[config.mk]
export PLATFORM = sky130hd
export DESIGN_NAME = jsc_cfg_regs
export DESIGN_NICKNAME = d
export VERILOG_FILES = /design/src/rtl/jsc_pkg.sv /design/src/rtl/jsc_cfg_regs.sv
export SDC_FILE = /design/constraint.sdc
export NUM_CORES = 1
export LEC_CHECK = 0
export BUFFER_PORTS_ARGS = -buffer_cell sky130_fd_sc_hd__buf_2
export CAP_MARGIN = 5
export CORE_UTILIZATION = 45
export CTS_CLUSTER_DIAMETER = 40
export CTS_CLUSTER_SIZE = 10
export DETAILED_ROUTE_END_ITERATION = 10
export PLACE_DENSITY = 0.82
export SYNTH_ARGS = -nofsm -noshare
export SYNTH_HDL_FRONTEND = slang
export SYNTH_SLANG_ARGS = --single-unit
[constraint.sdc]
create_clock -name clk -period 0.9 [get_ports clk]
set_input_delay 0.135 -clock clk [delete_from_list [all_inputs] [get_ports clk]]
set_output_delay 0.135 -clock clk [all_outputs]
set_load 0.005 [all_outputs]
[src/rtl/jsc_pkg.sv]
// ----------------------------------------------------------------------------
// jsc_pkg
// Shared types, register indexes and fixed-point helpers of the joint servo.
// ----------------------------------------------------------------------------
package jsc_pkg;

    localparam int DATA_W  = 32;        // Q16.16 word
    localparam int GAIN_W  = 31;        // unsigned gains and bounds
    localparam int CALC_W  = 65;        // wide compare width for clamping
    localparam int FRAC_W  = 16;
    localparam int CFG_IDX_W = 3;

    localparam logic signed [DATA_W-1:0] PI_Q16      = 32'sd205887;
    localparam logic signed [DATA_W-1:0] VEL_ERR_MAX = 32'sd655360;
    localparam logic signed [DATA_W-1:0] Q_MIN       = 32'sh8000_0000;
    localparam logic signed [DATA_W-1:0] Q_MAX       = 32'sh7FFF_FFFF;

    localparam logic [CFG_IDX_W-1:0] CFG_CONTROL_MODE  = 3'd0;
    localparam logic [CFG_IDX_W-1:0] CFG_POSITION_GAIN = 3'd1;
    localparam logic [CFG_IDX_W-1:0] CFG_DAMPING_GAIN  = 3'd2;
    localparam logic [CFG_IDX_W-1:0] CFG_VELOCITY_GAIN = 3'd3;
    localparam logic [CFG_IDX_W-1:0] CFG_TORQUE_LIMIT  = 3'd4;
    localparam logic [CFG_IDX_W-1:0] CFG_LOWER_LIMIT   = 3'd5;
    localparam logic [CFG_IDX_W-1:0] CFG_UPPER_LIMIT   = 3'd6;
    localparam logic [CFG_IDX_W-1:0] CFG_SPEED_LIMIT   = 3'd7;

    typedef enum logic [1:0] {
        MODE_POSITION  = 2'd0,
        MODE_VELOCITY  = 2'd1,
        MODE_TORQUE    = 2'd2,
        MODE_KINEMATIC = 2'd3
    } mode_t;

    typedef struct packed {
        mode_t              control_mode;
        logic [GAIN_W-1:0]  position_gain;
        logic [GAIN_W-1:0]  damping_gain;
        logic [GAIN_W-1:0]  velocity_gain;
        logic [GAIN_W-1:0]  torque_limit;
        logic [DATA_W-1:0]  lower_limit;
        logic [DATA_W-1:0]  upper_limit;
        logic [GAIN_W-1:0]  speed_limit;
    } cfg_t;

    typedef struct packed {
        logic [DATA_W-1:0]  measured_position;
        logic [DATA_W-1:0]  measured_velocity;
        logic [DATA_W-1:0]  target_position;
        logic [DATA_W-1:0]  target_velocity;
        logic [DATA_W-1:0]  target_torque;
        logic [GAIN_W-1:0]  time_step;
    } tick_t;

    typedef struct packed {
        logic [DATA_W-1:0]  drive;
        logic [DATA_W-1:0]  position_out;
        logic [DATA_W-1:0]  velocity_out;
    } result_t;

    // Saturate a wide signed value into [lo, hi].
    function automatic logic [DATA_W-1:0] clamp_wide(
        input logic signed [CALC_W-1:0] v,
        input logic signed [DATA_W-1:0] lo,
        input logic signed [DATA_W-1:0] hi
    );
        logic signed [CALC_W-1:0] lo_w;
        logic signed [CALC_W-1:0] hi_w;
        lo_w = CALC_W'(lo);
        hi_w = CALC_W'(hi);
        if (v < lo_w)
            return lo;
        else if (v > hi_w)
            return hi;
        else
            return DATA_W'(v);
    endfunction

endpackage

[src/rtl/jsc_cfg_regs.sv]
// ----------------------------------------------------------------------------
// jsc_cfg_regs
// Configuration register file written through the plain write port.
// ----------------------------------------------------------------------------
module jsc_cfg_regs
(
    input  logic                           clk,
    input  logic                           rst_n,
    input  logic                           cfg_we,
    input  logic [jsc_pkg::CFG_IDX_W-1:0]  cfg_index,
    input  logic [jsc_pkg::DATA_W-1:0]     cfg_data,
    output jsc_pkg::cfg_t                  cfg
);
    import jsc_pkg::*;

    cfg_t cfg_reg;
    cfg_t cfg_next;

    always_comb
    begin
        cfg_next = cfg_reg;
        if (cfg_we)
        begin
            unique case (cfg_index)
                CFG_CONTROL_MODE:  cfg_next.control_mode  = mode_t'(cfg_data[1:0]);
                CFG_POSITION_GAIN: cfg_next.position_gain = cfg_data[GAIN_W-1:0];
                CFG_DAMPING_GAIN:  cfg_next.damping_gain  = cfg_data[GAIN_W-1:0];
                CFG_VELOCITY_GAIN: cfg_next.velocity_gain = cfg_data[GAIN_W-1:0];
                CFG_TORQUE_LIMIT:  cfg_next.torque_limit  = cfg_data[GAIN_W-1:0];
                CFG_LOWER_LIMIT:   cfg_next.lower_limit   = cfg_data;
                CFG_UPPER_LIMIT:   cfg_next.upper_limit   = cfg_data;
                CFG_SPEED_LIMIT:   cfg_next.speed_limit   = cfg_data[GAIN_W-1:0];
                default:           cfg_next = cfg_reg;
            endcase
        end
    end

    always_ff @(posedge clk or negedge rst_n)
    begin
        if (!rst_n)
            cfg_reg <= '0;
        else
            cfg_reg <= cfg_next;
    end

    assign cfg = cfg_reg;

endmodule

==> summary.md, run 1 <==
| Metric | Value |
|---|---|
| Status | finished with violations |
| Failing checks | negative setup slack |
| Io pins | 259 |
| Cell Chain, Critical Path | buf_2 |
| Mapped Nets | 513 |
| Starting Density | 0.4643 |
| Commonest non-fill, non-tap cell in the layout | buf_2 |
| RD Place Congestion | 0.7731 |
| Area share of the largest cell type after synthesis | 0.6284 |
| Power Dens Cells | ~2500 nW/um^2 |
| Reg area | 5530 sq um |
| Slew HR | 0.7593 |
| Worst VDD drop | 1.729 mV |
| Multi-input gate area | 3034 sq um |
| HPWL after detailed placement | 14,190 microns |
| First-pass GRT wire length | 35,400 microns |
| Nets | 954 |
| P_int | 24.37 mW |
| Vias in the first global route | 6,246 |
| Tcrit/Tclk final | 1.356 |
| DP Cell Count | roughly 1,000 |
| R2R Setup Slk | -150 ps |
| CP bufs+invs | 1 |
| Power share of the clock group | 0.336 |
| Worst slew pin tran | 360.1 ps |
| Distinct cells, synth | 12 |
| Final min period | 1221 ps |
| Die width | 141.9 microns |
| WS Path Type | flop to output pin |
| All-Layer GR Usage | 0.2288 |
| Initial antenna violation count | 0 |
| Worst skew pair latency | 540 ps |
| Pre-CTS setup slack | -470.1 ps |
| Setup ws final | -320.6 ps |
| Lkg Pwr | 6.477 nW |
| Crit path max-delay family | flip-flops |
| Number of buffers created by CTS | 30 |
| Total power | approximately 33 mW |
| Drt total wl | ~24,000 microns |
| Syn_area_per_cell | between 15 and 20 sq um |
| Reg2Reg Depth | 3 |
| Clock Pin Slew Worst Setup and Hold Paths | around 50 ps |
| Fillers | 1,258 |
| Sw Pwr | ~8.4 mW |
| Reg power frac | 0.409 |
| Hold Path Class | primary input to async pin |
| Post-Synthesis Cells | 475 |
| Clk root buf | clkbuf_16 |
| Final Hold Vio Count | 0 |
| Clock Sinks | between 200 and 250 |
| Vias | just under 6,000 |
| Crit. End Element | output pin |
| Startpoint types | flop |
| GR Overflow Total | 0 |
| Non-filler cells, final | 1,189 |
| Slowest cell on the critical path | dfrtp_1 |
| R2R Path Start | cfg[105] |
| Comb power frac | 0.255 |
| Largest net degree at the start of global routing | 34 |
| Core footprint | 18,960 sq um |
| Synth-to-layout area growth | 46.39% |
| Deepest clock path buffer count | 3 |
| Most frequent cells in the layout | 257 x buf_2, 221 x dfrtp_1, 114 x mux2_2 |
| FF-to-FF End | cfg[105] |
| Final Cell Area | approximately 13,000 sq um |
| Max reg flops | 221 |
| Synth top area cells | dfrtp_1 63%, mux2_2 16%, mux2_4 15% |
| Via density | 4.906 |
| Die Area | 20,120 sq um |
| MaxCap Viol Count | 0 |
| Layout cells sized above 1 | 0.7223 |
| Max incr delay on CP | slightly above 400 ps |
| CTS tree | yes |
| RSZ-0062 raised after global routing | yes |
| Routed Antenna Nets | 0 |
| PortBufs | approximately 260 |
| Routed len/inst | 19.95 microns |
| Switch share | 0.2558 |
| YS warnings | 0 |
| Die height | 141.9 microns |
| Yosys reg bits | 221 |
| DRC viols | 0 |
| Setup Skew | 0 ps |
| Critical path peak fanout | 2 |
| Final setup TNS | -62,470 ps |
| Fmax | approximately 0.82 GHz |
| Area after DPL | 10,660 sq um |
| Row Count | 50 |
| Max Slew Vio Count | 0 |
| Seq/Total Area, Yosys | 0.6284 |
| Antenna Cells | 0 |
| Worst Path Arrival | 1090 ps |
| Setup Viol. Count Final | 240 |
| H-tree Lvls | 1 |
| WP depth | 1 |
| DR iter-0 viols | between 150 and 200 |
| CP required | 760 ps |
| Mapped cell area | 8801 sq um |
| Post-synth top area cell | dfrtp_1 |
| Pre-Repair DR Iteration Count | 4 |
-- cell type report --
class                           count  area share
Clock buffer                       36     0.06235
Clock inverter                      9    0.009420
Multi-Input combinational cell    229      0.2355
Sequential cell                   221      0.4293
Tap cell                          260     0.02525
Timing Repair Buffer              434      0.2382
-- repair_timing --
action / in CTS / in global routing
cloned: 0 / 0
endpoints found under the setup margin: 221 / 256
setup buffers: 76 / 52
hold endpoints to repair: 442 / 0
resized for setup: 1 / 42
hold buffers: 33 / 0
-- worst max-delay path by stage --
stage	startpoint	endpoint	slack [ps]
3_5_place_dp	cfg_index[0]	cfg[125]	-470
5_1_grt	cfg[187]	cfg[187]	-370
2_1_floorplan	cfg_index[0]	cfg[100]	-320
3_3_place_gp	cfg_index[0]	cfg[125]	-430
4_1_cts	cfg[187]	cfg[187]	-360
6_report	cfg[187]	cfg[187]	-320
-- layer usage --
metal / share of wire / routed length (microns) / up-vias / global-route usage
met5: 0 / 0 / - / 0
met4: 0.028 / 660 / 0 / 0.08093
met3: 0.061 / 1441 / 53 / 0.06277
met2: 0.52 / 12260 / 205 / 0.4065
met1: 0.39 / 9359 / 2989 / 0.2645
li1: - / - / 2586 / -
-- synthesized netlist by cell type --
| library cell | count |
|---|---|
| buf_2 | 9 |
| buf_4 | 2 |
| mux2_2 | 122 |
| nand4_2 | 1 |
| nor4b_2 | 1 |
| mux2_4 | 90 |
| nand4b_4 | 3 |
| buf_6 | 5 |
| and4bb_4 | 3 |
| buf_12 | 9 |
| dfrtp_1 | 221 |
| mux2_1 | 9 |
-- metrics by stage --
stage               hold slack, ps    util
global placement             79.83  0.5622
global route                 88.33  0.6797
floorplan                   -160.6       -
detailed placement           84.68  0.5622
finish                       86.64  0.6797
CTS                          65.15  0.6587
-- power by group through the flow --
stage                     registers (mW)  logic (mW)  clock network [mW]
after detailed placement            13.4        6.25                   0
final                               13.4        8.35                11.0
after global placement              13.3        6.05                   0
after floorplan                     13.5        2.73                   0
after CTS                           13.2        7.53                11.2
after global routing                13.6        8.94                11.6
-- kinds of logic after synthesis --
| kind of cell | after synthesis | synth area share |
|---|---|---|
| simple gates | 8 | 0.01678 |
| mux | 221 | 0.3212 |
| buf+inv | 25 | 0.03369 |
| flops | 221 | 0.6284 |
(Power assumes the default switching activity.)
==> inputs of run 2 (changes only) <==
Settings changed: RECOVER_POWER set to 100, REMOVE_ABC_BUFFERS set to 1.
==> summary.md, run 2 (same netlist as run 1, synthesis figures left out) <==
| Metric | Value |
|---|---|
| RSZ-0062 raised after global routing | yes |
| Fin Hold WS | 167.4 ps (+80.75 ps) |
| Die Area | 20,120 sq um (unchanged) |
| Nets | 960 (+0.63%) |
| Max reg flops | 221 (unchanged) |
| Max Slew Vio Count | 0 (unchanged) |
| Area after DPL | 10,620 sq um (-0.39%) |
| Routed Antenna Nets | 0 (unchanged) |
| Row Count | 50 (unchanged) |
| CP bufs+invs | 1 (unchanged) |
| MaxCap Viol Count | 0 (unchanged) |
| Io pins | 259 (unchanged) |
| Crit. End Element | output pin |
| Worst Path Arrival | 1080 ps (about the same) |
| Clock Sinks | 221 (unchanged) |
| Lkg Pwr | 6.456 nW (-0.33%) |
| Crit path max-delay family | flip-flops |
| Setup Skew | 0 ps (unchanged) |
| Starting Density | 0.4643 (unchanged) |
| Largest net degree at the start of global routing | 34 (unchanged) |
| Antenna Cells | 0 (unchanged) |
| HPWL after detailed placement | 14,250 microns (+0.43%) |
| Layout cells sized above 1 | 0.7062 (-0.01609) |
| PortBufs | 258 (unchanged) |
| Commonest non-fill, non-tap cell in the layout | buf_2 |
| Core footprint | 18,960 sq um (unchanged) |
| DRC viols | 0 (unchanged) |
| Slew HR | 0.6636 (-0.09565) |
| WS Path Type | flop to output pin |
| Routed len/inst | 20.45 microns (+2.5%) |
| Pre-Repair DR Iteration Count | 4 (unchanged) |
| Vias | 5,924 (+1.6%) |
| Worst slew pin tran | 504.6 ps (+144.4 ps) |
| GR Overflow Total | 0 (unchanged) |
| Via density | 4.953 (+0.97%) |
| Power Dens Cells | 2581 nW/um^2 (+1.5%) |
| Final Hold Vio Count | 0 (unchanged) |
| Slowest cell on the critical path | dfrtp_1 |
| Synth-to-layout area growth | 45.71% |
| Deepest clock path buffer count | 3 (unchanged) |
| Fillers | 1,265 (+0.56%) |
| Hold Path Class | primary input to async pin |
| H-tree Lvls | 1 (unchanged) |
| Cell Chain, Critical Path | buf_2 |
| RD Place Congestion | 0.7669 (-0.80%) |
| Worst skew pair latency | 520 ps (-20 ps) |
| Clock Pin Slew Worst Setup and Hold Paths | 50 ps (about the same) |
| Number of buffers created by CTS | 30 (unchanged) |
| Final min period | 1214 ps (-6.620 ps) |
| Startpoint types | flop |
| Critical path peak fanout | 2 (unchanged) |
| Setup Viol. Count Final | 254 (+5.8%) |
| Die width | 141.9 microns (unchanged) |
| Most frequent cells in the layout | 257 x buf_2, 221 x dfrtp_1, 113 x mux2_2 |
| Worst VDD drop | 2.113 mV (+22%) |
| CTS tree | yes |
| All-Layer GR Usage | 0.2289 (about the same) |
| Final Cell Area | 12,820 sq um (-0.47%) |
| Max incr delay on CP | 410 ps (about the same) |
| Drt total wl | 24,450 microns (+3.1%) |
| Status | finished with violations |
| Setup ws final | -314.0 ps (+6.620 ps) |
| Initial antenna violation count | 0 (unchanged) |
| Vias in the first global route | 6,556 (+5.0%) |
| CP required | 760 ps (about the same) |
| Tcrit/Tclk final | 1.349 (-0.007356) |
| Fmax | 0.8237 GHz (+0.55%) |
| DR iter-0 viols | 157 (-1.9%) |
| First-pass GRT wire length | 35,640 microns (+0.66%) |
| Failing checks | negative setup slack |
| Clk root buf | clkbuf_16 |
| Die height | 141.9 microns (unchanged) |
## run 2: path summary, 6_finish.rpt
kind	start	to	slack, ps	cells past startpoint
setup / recovery	cfg[100]	cfg[100]	-310	1
hold / removal	rst_n	cfg[110]	170	2
setup reg to reg	cfg[157]	cfg[157]	-120	3
hold reg to reg	cfg[192]	cfg[192]	480	1
max in group asynchronous	rst_n	cfg[184]	60	3
min in group clk	cfg_index[1]	cfg[220]	190	4
## run 2: timing repair
item                                    4_1_cts  5_1_grt
endpoints found under the setup margin      221      258
pin swaps                                     0        0
resized for setup                             2       59
setup buffers                                76       64
hold buffers                                 33        0
hold endpoints to repair                    440        0
## run 2: per-layer routing
layer  share of wire  GRT usage  wire [microns]
met1            0.39     0.2660            9434
met2            0.51     0.4073           12580
met3           0.061    0.05535            1489
met4           0.039    0.08885             950
met5               0          0               0
## run 2: metrics by stage
stage / setup TNS, ps / setup WS, ps / power [mW] / utilization / instances
after global placement: -74700 / -408.2 / 19.31 / 0.5600 / 1001
after detailed placement: -79860 / -436.4 / 19.60 / 0.5600 / 1001
after CTS: -63350 / -331.6 / 32.13 / 0.6582 / 1156
after global routing: -70520 / -349.7 / 34.51 / 0.6765 / 1196
final: -61430 / -314.0 / 33.09 / 0.6765 / 1196
after floorplan: -65840 / -451.4 / 16.08 / - / 450
## run 2: area by class of cell
type	instances	area, sq um	share of cell area
well taps	260	325.3	0.02537
clock buffers	38	852.1	0.06645
repair buffers	440	3044	0.2374
flip-flops and latches	221	5530	0.4313
clock inverters	8	101.3	0.007903
multi-input cells	229	2970	0.2316
## run 2: where the power goes
part	total (mW)	internal, mW	switching, mW
Combinational	8.44	5.40	3.04
Sequential	13.4	12.1	1.28
Clock	11.2	7.13	4.10
==> inputs of run 3 (changes only) <==
Settings changed: ABC_AREA set to 1, TNS_END_PERCENT set to 30.
==> summary.md, run 3 <==
| Metric | Value |
|---|---|
| Pre-Repair DR Iteration Count | 5 (+1) |
| Vias in the first global route | 8,317 (+27%) |
| Failing checks | negative setup slack |
| Area share of the largest cell type after synthesis | 0.6519 (+0.02354) |
| Largest family of logic cells by synthesized area | simple AND/OR/NAND/NOR gates |
| Worst VDD drop | 1.568 mV (-26%) |
| Final Hold Vio Count | 0 (unchanged) |
| Cell Chain, Critical Path | buf_2 |
| Reg area | 5530 sq um (unchanged) |
| Clk root buf | clkbuf_16 |
| Synth top area cells | dfrtp_1 65%, nand2_1 26%, nand3_1 5.6% |
| Comb power frac | 0.202 (-0.053) |
| Largest net degree at the start of global routing | 38 (+12%) |
| Final Cell Area | 12,080 sq um (-5.8%) |
| DRC viols | 0 (unchanged) |
| H-tree Lvls | 1 (unchanged) |
| MaxCap Viol Count | 0 (unchanged) |
| Status | finished with violations |
| Synth-to-layout area growth | 42.37% |
| Critical path peak fanout | 2 (unchanged) |
| Fillers | 1,359 (+7.4%) |
| Most frequent cells in the layout | 580 x nand2_1, 252 x buf_2, 221 x dfrtp_1 |
| Commonest non-fill, non-tap cell in the layout | nand2_1 |
| Mapped cell area | 8483 sq um (-3.6%) |
| Main synth FF type | dfrtp_1 |
| Antenna Cells | 0 (unchanged) |
| Core footprint | 18,210 sq um (-3.9%) |
| DR iter-0 viols | 522 (+230%) |
| Max incr delay on CP | 410 ps (about the same) |
| Max reg flops | 221 (unchanged) |
| Xor/xnor share of the synthesized area | 0 (unchanged) |
| Worst skew pair latency | 510 ps (about the same) |
| Crit. End Element | output pin |
| Starting Density | 0.4659 (+0.001593) |
| RSZ-0062 raised after global routing | yes |
| Post-Synth Adder-Cell Area | 0 (unchanged) |
| Nets | 1,382 (+44%) |
| Reg power frac | 0.440 (+0.034) |
| Syn_area_per_cell | 8.791 sq um (-53%) |
| HPWL after detailed placement | 17,720 microns (+24%) |
| Vias | 8,246 (+39%) |
| Setup Skew | 0 ps (unchanged) |
| Final setup TNS | -58,480 ps (+2947 ps) |
| Setup ws final | -301.8 ps (+12.23 ps) |
| Crit path max-delay family | flip-flops |
| Yosys reg bits | 221 (unchanged) |
| Power Dens Cells | 2425 nW/um^2 (-6.0%) |
| Max Slew Vio Count | 0 (unchanged) |
| Post-Synthesis Cells | 965 (+100%) |
| Clock Pin Slew Worst Setup and Hold Paths | 60 ps (about the same) |
| Startpoint types | flop |
| Routed Antenna Nets | 0 (unchanged) |
| Worst Path Arrival | 1070 ps (about the same) |
| CP bufs+invs | 1 (unchanged) |
| All-Layer GR Usage | 0.2926 (+0.06365) |
| Worst slew pin tran | 698.2 ps (+193.6 ps) |
| Post-synthesis async set-or-reset flop share | 1.000 (unchanged) |
| CTS tree | yes |
| Via density | 5.199 (+5.0%) |
| Slowest cell on the critical path | dfrtp_1 |
| Final min period | 1202 ps (-12.23 ps) |
| P_int | 21.13 mW (-14%) |
| Most common library cells after synthesis | 581 x nand2_1, 221 x dfrtp_1, 95 x nand3_1, 29 x clkbuf_1, 23 x buf_2 |
| PortBufs | 258 (unchanged) |
| Die Area | 19,400 sq um (-3.6%) |
| Area after DPL | 10,580 sq um (-0.31%) |
| Switch share | 0.2787 (+0.02442) |
| Lkg Pwr | 6.997 nW (+8.4%) |
| Seq/Total Area, Yosys | 0.6519 (+0.02354) |
| RD Place Congestion | 0.7953 (+3.7%) |
| Total power | 29.29 mW (-11%) |
| Clock Sinks | 221 (unchanged) |
| Post-synth EDFFs | 0 (unchanged) |
| Deepest clock path buffer count | 3 (unchanged) |
| Routed len/inst | 17.98 microns (-12%) |
| Die width | 139.3 microns (-1.8%) |
| GR Overflow Total | 0 (unchanged) |
| Most frequent cell after synthesis | nand2_1 |
| Mux cell area share after synthesis | 0 (-0.3212) |
| Drt total wl | 28,520 microns (+17%) |
| Number of buffers created by CTS | 29 (-3.3%) |
| WS Path Type | flop to output pin |
| Distinct cells, synth | 10 (-2) |
| Fmax | 0.8321 GHz (+1.0%) |
| Die height | 139.3 microns (-1.8%) |
| Hold Path Class | primary input to flop |
| CP required | 760 ps (about the same) |
| Slew HR | 0.5345 (-0.1291) |
| First-pass GRT wire length | 44,290 microns (+24%) |
| Synth Area in Compound Gates | 0 (unchanged) |
| Simple-Gate Fraction of Synth Area | 0.3178 (+0.3011) |
| Multi-input gate area | 2744 sq um (-7.6%) |
| Layout cells sized above 1 | 0.3051 (-0.4011) |
| Row Count | 49 (-2.0%) |
| Initial antenna violation count | 0 (unchanged) |
| Sw Pwr | 8.162 mW (-3.0%) |
| Post-synth top area cell | dfrtp_1 |
| YS warnings | 0 (unchanged) |
| Power share of the clock group | 0.357 (+0.018) |
| Tcrit/Tclk final | 1.335 (-0.01359) |
| Setup Viol. Count Final | 234 (-7.9%) |
| Io pins | 259 (unchanged) |
==> run 3: cell types whose count changed after synthesis, moves of 9 or more <==
cell,before,now
buf_12,9,0
buf_2,9,23
clkbuf_1,0,29
mux2_1,9,0
mux2_2,122,0
mux2_4,90,0
nand2_1,0,581
nand3_1,0,95
==> run 3: final timing paths <==
check,startpoint,end,slack (ps),cells past startpoint
max,cfg[99],cfg[99],-300,1
min,cfg_index[1],cfg[96],200,5
max reg2reg,cfg[176],cfg[176],30,4
min reg2reg,cfg[25],cfg[25],460,2
max in group asynchronous,rst_n,cfg[106],-10,3
min in group asynchronous,rst_n,cfg[17],230,2
==> run 3: what timing repair did <==
item / in CTS / in global routing
hold buffers: 33 / 0
gates resized for setup: 1 / 2
setup buffers: 26 / 30
endpoints found under the setup margin: 221 / 221
endpoints found under the hold margin: 438 / 0
==> run 3: tightest hold or removal path, delay by kind of cell <==
family                 cells  cell delay [ps]
buffers and inverters      2              340
and+or+nand+nor            3              210
==> run 3: cells by family after synthesis <==
| group | Yosys count |
|---|---|
| flops | 221 |
| buf+inv | 60 |
| simple gates | 684 |
==> run 3: cell type report <==
cell class,count,share of cell area
clock buffer,39,0.06651
clock inverter,5,0.004869
inverter,6,0.001865
multi-input combinational,684,0.2272
sequential,221,0.4579
tap,229,0.02372
timing repair buffer,402,0.2180
==> run 3: per-stage QoR <==
step / setup slack, ps / instances / hold WS [ps] / util
detailed placement: -258.0 / 1453 / 55.27 / 0.5812
global placement: -202.5 / 1453 / 58.84 / 0.5812
global route: -319.6 / 1586 / 204.3 / 0.6633
finish: -301.8 / 1586 / 201.2 / 0.6633
CTS: -299.3 / 1556 / 111.8 / 0.6577
floorplan: -1801 / 911 / -160.6 / -
==> run 3: power groups by stage <==
stage / Sequential (mW) / Combinational, mW / Clock, mW
4_1_cts: 12.8 / 5.54 / 10.5
2_1_floorplan: 13.1 / 1.61 / 0
5_1_grt: 13.1 / 6.52 / 10.9
3_5_place_dp: 13.0 / 5.08 / 0
3_3_place_gp: 12.9 / 4.87 / 0
6_report: 12.9 / 5.92 / 10.5
==> run 3: metal layers <==
layer / track usage / routed length, microns
met4: 0.1240 / 772
met2: 0.4882 / 14030
met1: 0.3673 / 10970
met5: 0 / 0
met3: 0.06607 / 2747
